**src/design/npcs_pkg.sv**
```systemverilog
// ----------------------------------------------------------------------------
// npcs_pkg
// Types, constants and helpers shared by the nearest palette colour search.
// ----------------------------------------------------------------------------
package npcs_pkg;

  localparam int PALETTE_DEPTH_DEF = 256;
  localparam int COLOR_W           = 8;
  localparam int DIST_W            = 20;
  localparam int APB_AW            = 2;
  localparam int APB_DW            = 32;

  localparam logic [DIST_W-1:0] DIST_MAX = {DIST_W{1'b1}};

  // redmean weights: 512 + rmean for red, 767 - rmean for blue
  localparam logic [9:0] RED_BIAS  = 10'd512;
  localparam logic [9:0] BLUE_BIAS = 10'd767;

  localparam logic [APB_AW-1:0] ADDR_LAST_ENTRY = 2'd0;
  localparam logic [7:0]        LAST_ENTRY_RST  = 8'd255;

  typedef enum logic {
    OP_WRITE = 1'b0,
    OP_QUERY = 1'b1
  } op_t;

  typedef struct packed {
    logic [COLOR_W-1:0] red;
    logic [COLOR_W-1:0] green;
    logic [COLOR_W-1:0] blue;
  } rgb_t;

  typedef struct packed {
    logic used;
    rgb_t color;
  } ram_word_t;

  typedef struct packed {
    op_t                operation;
    logic [7:0]         entry_index;
    logic               entry_used;
    logic [COLOR_W-1:0] red;
    logic [COLOR_W-1:0] green;
    logic [COLOR_W-1:0] blue;
  } in_item_t;

  typedef struct packed {
    logic [7:0]        best_index;
    logic [DIST_W-1:0] best_distance;
    logic              match_found;
  } out_item_t;

  // tags that travel beside each palette entry through the distance pipe
  typedef struct packed {
    logic vld;
    logic last;
    logic used;
  } pipe_ctl_t;

  function automatic logic [COLOR_W-1:0] abs_diff(input logic [COLOR_W-1:0] a,
                                                  input logic [COLOR_W-1:0] b);
    abs_diff = (a > b) ? (a - b) : (b - a);
  endfunction

endpackage

```
**src/design/npcs_dist.sv**
```systemverilog
// ----------------------------------------------------------------------------
// npcs_dist
// Four-stage redmean distance pipe: differences, squares, weighting, sum.
// ----------------------------------------------------------------------------
module npcs_dist #(
  parameter int IDX_W = 8
) (
  input  logic                            clk,
  input  logic                            rst_n,
  input  logic                            flush,
  input  npcs_pkg::pipe_ctl_t             in_ctl,
  input  logic [IDX_W-1:0]                in_idx,
  input  npcs_pkg::rgb_t                  in_entry,
  input  npcs_pkg::rgb_t                  qry,
  output npcs_pkg::pipe_ctl_t             out_ctl,
  output logic [IDX_W-1:0]                out_idx,
  output logic [npcs_pkg::DIST_W-1:0]     out_dist
);

  localparam int STAGES = 4;

  npcs_pkg::pipe_ctl_t ctl_r [STAGES];
  logic [IDX_W-1:0]    idx_r [STAGES];

  // stage 1
  logic [7:0]  dr_r, dg_r, db_r, rmean_r;
  logic [8:0]  rsum;
  // stage 2
  logic [15:0] dr2_r, dg2_r, db2_r;
  logic [9:0]  wr_r, wb_r;
  // stage 3
  logic [25:0] pr, pb;
  logic [17:0] tr_r, tg_r, tb_r;
  // stage 4
  logic [npcs_pkg::DIST_W-1:0] dist_r;

  always_ff @(posedge clk) begin
    if (!rst_n) begin
      for (int k = 0; k < STAGES; k++) begin
        ctl_r[k] <= '0;
      end
    end else if (flush) begin
      for (int k = 0; k < STAGES; k++) begin
        ctl_r[k] <= '0;
      end
    end else begin
      ctl_r[0] <= in_ctl;
      for (int k = 1; k < STAGES; k++) begin
        ctl_r[k] <= ctl_r[k-1];
      end
    end
  end

  assign rsum = {1'b0, qry.red} + {1'b0, in_entry.red};
  assign pr   = wr_r * dr2_r;
  assign pb   = wb_r * db2_r;

  always_ff @(posedge clk) begin
    idx_r[0] <= in_idx;
    for (int k = 1; k < STAGES; k++) begin
      idx_r[k] <= idx_r[k-1];
    end

    dr_r    <= npcs_pkg::abs_diff(qry.red,   in_entry.red);
    dg_r    <= npcs_pkg::abs_diff(qry.green, in_entry.green);
    db_r    <= npcs_pkg::abs_diff(qry.blue,  in_entry.blue);
    rmean_r <= rsum[8:1];

    dr2_r <= dr_r * dr_r;
    dg2_r <= dg_r * dg_r;
    db2_r <= db_r * db_r;
    wr_r  <= npcs_pkg::RED_BIAS + {2'b00, rmean_r};
    wb_r  <= npcs_pkg::BLUE_BIAS - {2'b00, rmean_r};

    tr_r <= pr[25:8];
    tg_r <= {dg2_r, 2'b00};
    tb_r <= pb[25:8];

    // three 18-bit terms never reach 2^20, so no saturation is needed here
    dist_r <= npcs_pkg::DIST_W'(tr_r) + npcs_pkg::DIST_W'(tg_r)
            + npcs_pkg::DIST_W'(tb_r);
  end

  assign out_ctl  = ctl_r[STAGES-1];
  assign out_idx  = idx_r[STAGES-1];
  assign out_dist = dist_r;

endmodule

```
**config.mk**
```make
export PLATFORM = sky130hd
export DESIGN_NAME = npcs_dist
export DESIGN_NICKNAME = d
export VERILOG_FILES = /design/src/design/npcs_pkg.sv /design/src/design/npcs_dist.sv
export SDC_FILE = /design/constraint.sdc
export NUM_CORES = 1
export LEC_CHECK = 0
export ABC_AREA = 1
export BUFFER_PORTS_ARGS = -buffer_cell sky130_fd_sc_hd__buf_2
export CAP_MARGIN = 20
export CELL_PAD_IN_SITES_DETAIL_PLACEMENT = 1
export CELL_PAD_IN_SITES_GLOBAL_PLACEMENT = 2
export CORE_UTILIZATION = 38
export DETAILED_ROUTE_END_ITERATION = 8
export GPL_TIMING_DRIVEN = 0
export PLACE_DENSITY_LB_ADDON = 0.1
export SLEW_MARGIN = 20
export SYNTH_ARGS = -nofsm -noshare
export SYNTH_HDL_FRONTEND = slang
export SYNTH_SLANG_ARGS = --single-unit
```
**constraint.sdc**
```tcl
create_clock -name clk -period 5.87 [get_ports clk]
set_input_delay 0.8805 -clock clk [delete_from_list [all_inputs] [get_ports clk]]
set_output_delay 0.8805 -clock clk [all_outputs]
set_load 0.005 [all_outputs]
```
==> summary.md, run 1 <==
| Metric | Value |
|---|---|
| Outcome | finished clean |
| Least-Margin Pin Slew | 0.754 ns |
| Delay-heaviest family, CP | adder cells |
| Syn Inst Count | 3137 |
| Core Area | 0.0607 mm^2 |
| Fin area | 0.0259 mm^2 |
| Util after Layout | 0.428 |
| Synth area leaders | fa_1 24%, dfxtp_1 17%, ha_1 16% |
| Yosys top cell area share | 0.239 |
| Max-slew violation count | 0 |
| Syn-to-layout area delta | 10.7% |
| Vias post-DR | 18800 |
| Synth Flop Type | dfxtp_1 |
| Final setup violation count | 0 |
| Final hold vios | 0 |
| DRC Markers | 0 |
| Fillers | 7621 |
| Met3 Use GR | 0.0166 |
| Post-CTS setup buffers | 0 |
| Hold Startpoint | idx_r[1][0] |
| Post_cts resized | 0 |
| RSZ-0062 raised after global routing | no |
| Critical path arrival | 5.97 ns |
| Post-Syn Area | 0.0234 mm^2 |
| Dpl hpwl | 50200 um |
| Reg-to-reg critical path startpoint | wr_r[4] |
| Hold Buf Count CTS | 0 |
| CTS tree | done |
| Avg WL per Cell | 14.1 um |
| Ports | 93 |
| Diodes inserted | 0 |
| Unique cell type count in the Yosys netlist | 35 |
| Vias per inst | 4.61 |
| Synth area leader | fa_1 |
| FP Rows | 90 |
| Met2 Usage GRT | 0.343 |
| Grt met1 use | 0.253 |
| Sequential cell area fraction in the yosys report | 0.181 |
| Worst-path clk slew | 0.06 ns |
| Total GRT Usage | 0.194 |
| Startpoint types | register |
| H-tree Lvls | 1 |
| Crit-path max cell delay | 0.63 ns |
| Post-route ant nets | 0 |
| Rel. slew slack | 0.497 |
| Busiest grt layer | met2 |
| Instance area at placement | 0.0249 mm^2 |
| Total CTS buffers | 28 |
| Yosys warns | 0 |
| EDFF count, synth | 9 |
| Total wire length | 57700 um |
| Port buffer count | 92 |
| Clk_skew | 0.0262 ns |
| Die area | 0.0627 mm^2 |
| Hold Crit Depth | 0 |
| Vias in the first global route | 20900 |
| Worst min path class | register to register |
| Buf+Inv Stages, Crit Path | 5 |
| Reg-to-Reg End | tr_r[10] |
| CP Class | register to register |
| Clk buf depth | 3 |
| Cell with the most instances after synthesis | nand2_1 |
| Fraction of layout cells with a size suffix above 1 | 0.0513 |
| Nets | 3921 |
| FF-to-FF setup slack | 0.37 ns |
| Drt pass-1 iters | 4 |
| Clock sinks | 208 |
| Largest net degree at the start of global routing | 16 |
| Average size of a mapped cell | 7.47 um^2 |
| Antenna violations before repair | 0 |
| Critical Path RT | 6.34 ns |
| Remaining global-route overflow | 0 |
| CP max-delay cell | clkbuf_1 |
| Commonest cells in the netlist | 976 x nand2_1, 769 x inv_1, 303 x ha_1 |
| FF+latch count, synth | 208 |
| Worst hold endpoint | idx_r[2][0] |
| First-pass GRT wire length | 100000 um |
| Setup_tns | 0 ns |
| Die Span Y | 250 um |
| Iter 0 DRT Violations | 442 |
| Final period util | 0.937 |
| CP Capture Type | register |
| Ys async rst share | 0 |
| R2R depth | 19 |
| Critical-path cell list | clkbuf_1 > nand2_1 > fa_1 > inv_1 > fa_1 > fa_1 > fa_1 > inv_1 > fa_1 > inv_1 > ha_1 > nand2_1 > inv_1 > a21oi_1 > nor2_1 > nor2_1 > nand2_1 > nand2_1 > nand2_1 |
| Initial Util | 0.386 |
| Fin crit period | 5.50 ns |
| Die Width | 250 um |
| Worst Path Max Fanout | 10 |
| RD Place Congestion | 0.835 |
| Root Buffer | clkbuf_16 |
| Upper clock frequency limit | 0.182 GHz |
| Clock latency at the later pin of the worst-skew pair | 0.59 ns |
| MaxCap Viol Count | 0 |
| WHS | 0.317 ns |
## layout by cell type (no fill, tap or decap), drive strengths merged, types with 2 or more instances in the layout
cell type and instances:
nand2 977, inv 775, ha 303, fa 280, dfxtp 199, nor2 145
buf 104, clkbuf 100, nand3 98, a21oi 91, xor2 71, o21ai 37
conb 19, xnor2 15, nor3 15, nand4 13, a21o 9, edfxtp 9
o21bai 7, a31oi 6, nand3b 5, clkinv 5, or2 4, bufinv 3
o21a 2, clkinvlp 2
## worst register-to-register path: cells and delay by family, from the launching register on
kind,cells,cell delay (ns)
DFF,1,0.59
buffers and inverters,5,0.84
and+or+nand+nor,7,0.78
AOI/OAI and AO/OA,1,0.31
adders and majority gates,6,2.90
## through the flow
stage,std cells,worst slack (ns)
final,4079,0.367
after global routing,4079,0.0368
after CTS,4079,0.294
after detailed placement,4028,0.279
after global placement,4028,0.423
after floorplan,3154,1.41
## metal layers
metal / wire length, um / part of all wire
met5: 0 / 0
met4: 1370 / 0.024
met3: 1270 / 0.022
met2: 27700 / 0.48
met1: 27300 / 0.47
## sequential cells by signal, summed over array words and instances, names as in the netlist
register and flops:
idx_r 32, out_dist 20, tb_r 18, tr_r 18
db2_r 15, dg2_r 15, dr2_r 15, tg_r 15
ctl_r 12, db_r 8, dg_r 8, dr_r 8
rmean_r 8, wb_r 8, wr_r 8
## how the worst max path moves through the flow
stage	from	endpoint	slack, ns	cells after the start
2_1_floorplan	wr_r[4]	tr_r[10]	1.41	19
4_1_cts	wr_r[4]	tr_r[10]	0.29	19
6_report	wr_r[4]	tr_r[10]	0.37	19
3_3_place_gp	wr_r[4]	tr_r[10]	0.42	19
5_1_grt	wr_r[4]	tr_r[12]	0.04	16
3_5_place_dp	wr_r[4]	tr_r[10]	0.28	19
## cell families after synthesis
family                   synth area share
AND/OR/NAND/NOR                     0.211
buffers and inverters               0.137
adder cells (fa/ha/maj)             0.401
flip-flops                          0.181
AO/OA/AOI/OAI                      0.0375
XOR/XNOR                           0.0321
other                            0.000320
## layout make-up
cell class / count / area [um^2] / area share
well taps: 782 / 978 / 0.0377
inverters: 769 / 2890 / 0.111
flip-flops and latches: 208 / 4250 / 0.164
clock inverters: 16 / 216 / 0.00834
multi-input cells: 2100 / 16000 / 0.618
plain buffers: 77 / 328 / 0.0126
repair buffers: 92 / 460 / 0.0177
clock buffers: 35 / 787 / 0.0303
Power of run 1 is left out: the tool's default activity adds up to more than one toggle a clock period on the data nets, which glitch-free logic cannot reach.
==> run 2: changes to the inputs <==
--- a/config.mk
+++ b/config.mk
@@ -14,6 +14,7 @@
 export DETAILED_ROUTE_END_ITERATION = 8
 export GPL_TIMING_DRIVEN = 0
 export PLACE_DENSITY_LB_ADDON = 0.1
+export REMOVE_ABC_BUFFERS = 1
 export SLEW_MARGIN = 20
 export SYNTH_ARGS = -nofsm -noshare
 export SYNTH_HDL_FRONTEND = slang
==> summary.md, run 2 (synthesized netlist as in run 1, its figures left out) <==
| Metric | Value |
|---|---|
| Outcome | finished clean |
| Least-Margin Pin Slew | 0.812 ns |
| Levels on crit path | 19 |
| Nets | 3843 |
| Sequential cell area | 0.00425 mm^2 |
| Post_cts resized | 0 |
| Worst-path clk slew | 0.06 ns |
| Fillers | 7587 |
| CP max-delay cell | dfxtp_1 |
| Clock latency at the later pin of the worst-skew pair | 0.59 ns |
| Worst setup margin | 0.737 ns |
| Largest net degree at the start of global routing | 16 |
| Dpl hpwl | 48200 um |
| Core Area | 0.0607 mm^2 |
| Buf+Inv Stages, Crit Path | 5 |
| Avg WL per Cell | 13.9 um |
| Drt pass-1 iters | 4 |
| Delay-heaviest family, CP | adder cells |
| Total wire length | 55400 um |
| Largest Register | idx_r |
| Die Span Y | 250 um |
| FP Rows | 90 |
| Critical path arrival | 5.58 ns |
| Vias in the first global route | 20300 |
| CP Class | register to register |
| Final hold vios | 0 |
| Worst Path Max Fanout | 14 |
| Total CTS buffers | 27 |
| Iter 0 DRT Violations | 378 |
| Post-route ant nets | 0 |
| Critical-path cell list | nand2_1 > fa_1 > inv_1 > fa_1 > inv_1 > fa_1 > inv_1 > fa_1 > inv_1 > fa_1 > inv_1 > ha_1 > nand2_1 > nor2_1 > nand3_1 > nand3_1 > nand2_1 > nand3_1 > nand2_1 |
| Dpl ws | 0.724 ns |
| RD Place Congestion | 0.808 |
| Total GRT Usage | 0.185 |
| Max reg flops | 32 |
| Clk_skew | 0.0134 ns |
| DRC Markers | 0 |
| Fin cells | 4001 |
| Most frequent cells in the layout | 976 x nand2_1, 769 x inv_1, 303 x ha_1 |
| Fin crit period | 5.13 ns |
| Final setup violation count | 0 |
| RSZ-0062 raised after global routing | no |
| First-pass GRT wire length | 96300 um |
| Placed insts | 3951 |
| CTS tree | done |
| Die area | 0.0627 mm^2 |
| Worst min path class | register to register |
| Critical Path RT | 6.32 ns |
| Startpoint types | register |
| Initial Util | 0.386 |
| Setup_tns | 0 ns |
| Area of the multi-input gates | 0.0160 mm^2 |
| Upper clock frequency limit | 0.195 GHz |
| Vias per inst | 4.62 |
| Fraction of layout cells with a size suffix above 1 | 0.0482 |
| Final period util | 0.874 |
| Clk buf depth | 3 |
| Antenna violations before repair | 0 |
| Rel. slew slack | 0.458 |
| H-tree Lvls | 1 |
| Crit-path max cell delay | 0.71 ns |
| Clock sinks | 208 |
| Port buffer count | 92 |
| Commonest non-fill, non-tap cell in the layout | nand2_1 |
| FF-to-FF setup slack | 0.74 ns |
| MaxCap Viol Count | 0 |
| Remaining global-route overflow | 0 |
| Ports | 93 |
| Hold Crit Depth | 0 |
| Syn-to-layout area delta | 8.88% |
| Hold Buf Count CTS | 0 |
| Vias post-DR | 18500 |
| CP Capture Type | register |
| Post-CTS setup buffers | 0 |
| Max-slew violation count | 0 |
| Root Buffer | clkbuf_16 |
| R2R depth | 19 |
| Diodes inserted | 0 |
| Die Width | 250 um |
## run 2: layout make-up
| class | count | share of cell area |
|---|---|---|
| clock buffers | 30 | 0.0281 |
| well taps | 782 | 0.0383 |
| inverters | 769 | 0.113 |
| flip-flops and latches | 208 | 0.167 |
| multi-input cells | 2100 | 0.628 |
| repair buffers | 92 | 0.0180 |
| clock inverters | 20 | 0.00740 |
## run 2: worst paths after layout
| check | startpoint | endpoint |
|---|---|---|
| setup / recovery | wb_r[1] | tb_r[12] |
| setup reg to reg | wb_r[1] | tb_r[12] |
| hold / removal | dg2_r[15] | tg_r[17] |
| hold reg to reg | dg2_r[15] | tg_r[17] |
## run 2: through the flow
stage	hold slack [ns]	utilization	area, um^2
floorplan	0.310	-	23200
global placement	0.310	0.406	24600
detailed placement	0.313	0.406	24600
CTS	0.326	0.421	25500
global route	0.330	0.421	25500
finish	0.324	0.421	25500
## run 2: worst register-to-register path: cells and delay by family (launching register included)
family                   cells  cell delay [ns]
flip-flops                   1             0.71
adder cells (fa/ha/maj)      6             2.87
buffers and inverters        5             0.25
AND/OR/NAND/NOR              8             1.17
## run 2: per-layer routing
metal	routed length (um)	track usage
met1	26500	0.238
met2	26700	0.334
met3	1260	0.0180
met4	942	0.0400
met5	0	0
Power of run 2 is left out for the same reason.
==> run 3: changes to the inputs <==
--- a/config.mk
+++ b/config.mk
@@ -10,7 +10,7 @@
 export CAP_MARGIN = 20
 export CELL_PAD_IN_SITES_DETAIL_PLACEMENT = 1
 export CELL_PAD_IN_SITES_GLOBAL_PLACEMENT = 2
-export CORE_UTILIZATION = 38
+export CORE_UTILIZATION = 40
 export DETAILED_ROUTE_END_ITERATION = 8
 export GPL_TIMING_DRIVEN = 0
 export PLACE_DENSITY_LB_ADDON = 0.1
==> constraint.sdc (replaced) <==
create_clock -name clk -period 6.05 [get_ports clk]
set_input_delay 0.9075 -clock clk [delete_from_list [all_inputs] [get_ports clk]]
set_output_delay 0.9075 -clock clk [all_outputs]
set_load 0.005 [all_outputs]
==> summary.md, run 3 (synthesized netlist as in run 1, its figures left out) <==
| Metric | Value |
|---|---|
| Outcome | finished clean |
| H-tree Lvls | 1 |
| MaxCap Viol Count | 0 |
| Rel. slew slack | 0.461 |
| Startpoint types | register |
| Diodes inserted | 0 |
| Critical Path RT | 6.49 ns |
| Fraction of layout cells with a size suffix above 1 | 0.0469 |
| Antenna violations before repair | 0 |
| Upper clock frequency limit | 0.196 GHz |
| Clk_skew | 0.0240 ns |
| Die Span Y | 244 um |
| Critical path arrival | 5.55 ns |
| Vias per inst | 4.66 |
| Clk buf depth | 3 |
| Syn-to-layout area delta | 8.84% |
| Max reg flops | 32 |
| Final period util | 0.844 |
| Hold Buf Count CTS | 0 |
| Avg WL per Cell | 14.0 um |
| Util after Layout | 0.441 |
| Nets | 3842 |
| Commonest non-fill, non-tap cell in the layout | nand2_1 |
| CP Capture Type | register |
| Ports | 93 |
| Max-slew violation count | 0 |
| CP Class | register to register |
| RD Place Congestion | 0.829 |
| Dpl hpwl | 48400 um |
| Clock latency at the later pin of the worst-skew pair | 0.57 ns |
| DRC Markers | 0 |
| Least-Margin Pin Slew | 0.807 ns |
| Largest net degree at the start of global routing | 16 |
| Iter 0 DRT Violations | 400 |
| Root Buffer | clkbuf_16 |
| Post-CTS setup buffers | 0 |
| Vias in the first global route | 20600 |
| FP Rows | 88 |
| CTS tree | done |
| Initial Util | 0.406 |
| Remaining global-route overflow | 0 |
| Worst min path class | register to register |
| Core Area | 0.0578 mm^2 |
| RSZ-0062 raised after global routing | no |
| Post_cts resized | 0 |
| Final hold vios | 0 |
| Setup_tns | 0 ns |
| Largest Register | idx_r |
| Placed insts | 3934 |
| Worst Path Max Fanout | 15 |
| Clock sinks | 208 |
| Worst-path clk slew | 0.06 ns |
| Most frequent cells in the layout | 976 x nand2_1, 769 x inv_1, 303 x ha_1 |
| Fillers | 7294 |
| Total GRT Usage | 0.196 |
| First-pass GRT wire length | 97100 um |
| Drt pass-1 iters | 4 |
| Total CTS buffers | 26 |
| Vias post-DR | 18500 |
| Port buffer count | 92 |
| Fin crit period | 5.11 ns |
| Die Width | 244 um |
| Post-route ant nets | 0 |
| Fin cells | 3982 |
| Final setup violation count | 0 |
| Total wire length | 55800 um |
| Die area | 0.0596 mm^2 |
[run 3: layer usage]
layer / track usage / wire, um / vias up
li1: - / - / 9319
met1: 0.250 / 26200 / 9011
met2: 0.358 / 27500 / 162
met3: 0.0166 / 1270 / 57
met4: 0.0384 / 870 / 0
met5: 0 / 0 / -
[run 3: area by class of cell]
class | instances | area [um^2] | share of cell area
Timing Repair Buffer | 92 | 460 | 0.0180
Tap cell | 765 | 957 | 0.0375
Inverter | 769 | 2890 | 0.113
Sequential cell | 208 | 4250 | 0.167
Clock buffer | 33 | 728 | 0.0285
Multi-Input combinational cell | 2100 | 16000 | 0.629
Clock inverter | 15 | 190 | 0.00745
[run 3: path summary, 6_finish.rpt]
| path | from | to | slack (ns) | cells past startpoint |
|---|---|---|---|---|
| max reg2reg | wr_r[2] | tr_r[12] | 0.94 | 17 |
| max | wr_r[2] | tr_r[12] | 0.94 | 17 |
| min | dg2_r[5] | tg_r[7] | 0.32 | 0 |
| min reg2reg | dg2_r[5] | tg_r[7] | 0.32 | 0 |
[run 3: per-stage QoR]
step / cell area (um^2) / worst slack (ns) / hold WS (ns)
after floorplan: 23200 / 1.67 / 0.310
final: 25500 / 0.941 / 0.317
after detailed placement: 24600 / 0.875 / 0.313
after CTS: 25500 / 0.894 / 0.316
after global routing: 25500 / 0.567 / 0.329
after global placement: 24600 / 0.990 / 0.310
[run 3: critical path: stages, from the launching register on]
cell and delay (ns):
dfxtp_1 0.82, nand2_1 0.17, fa_1 0.53, inv_1 0.06, fa_1 0.51, inv_1 0.06, fa_1 0.53, inv_1 0.05
fa_1 0.51, fa_1 0.42, ha_1 0.37, nand2_1 0.09, nor2_1 0.30, nand3_1 0.13, nand3_1 0.17, nand2_1 0.13
nand3_1 0.09, nand2_1 0.06
Power of run 3 is left out for the same reason.
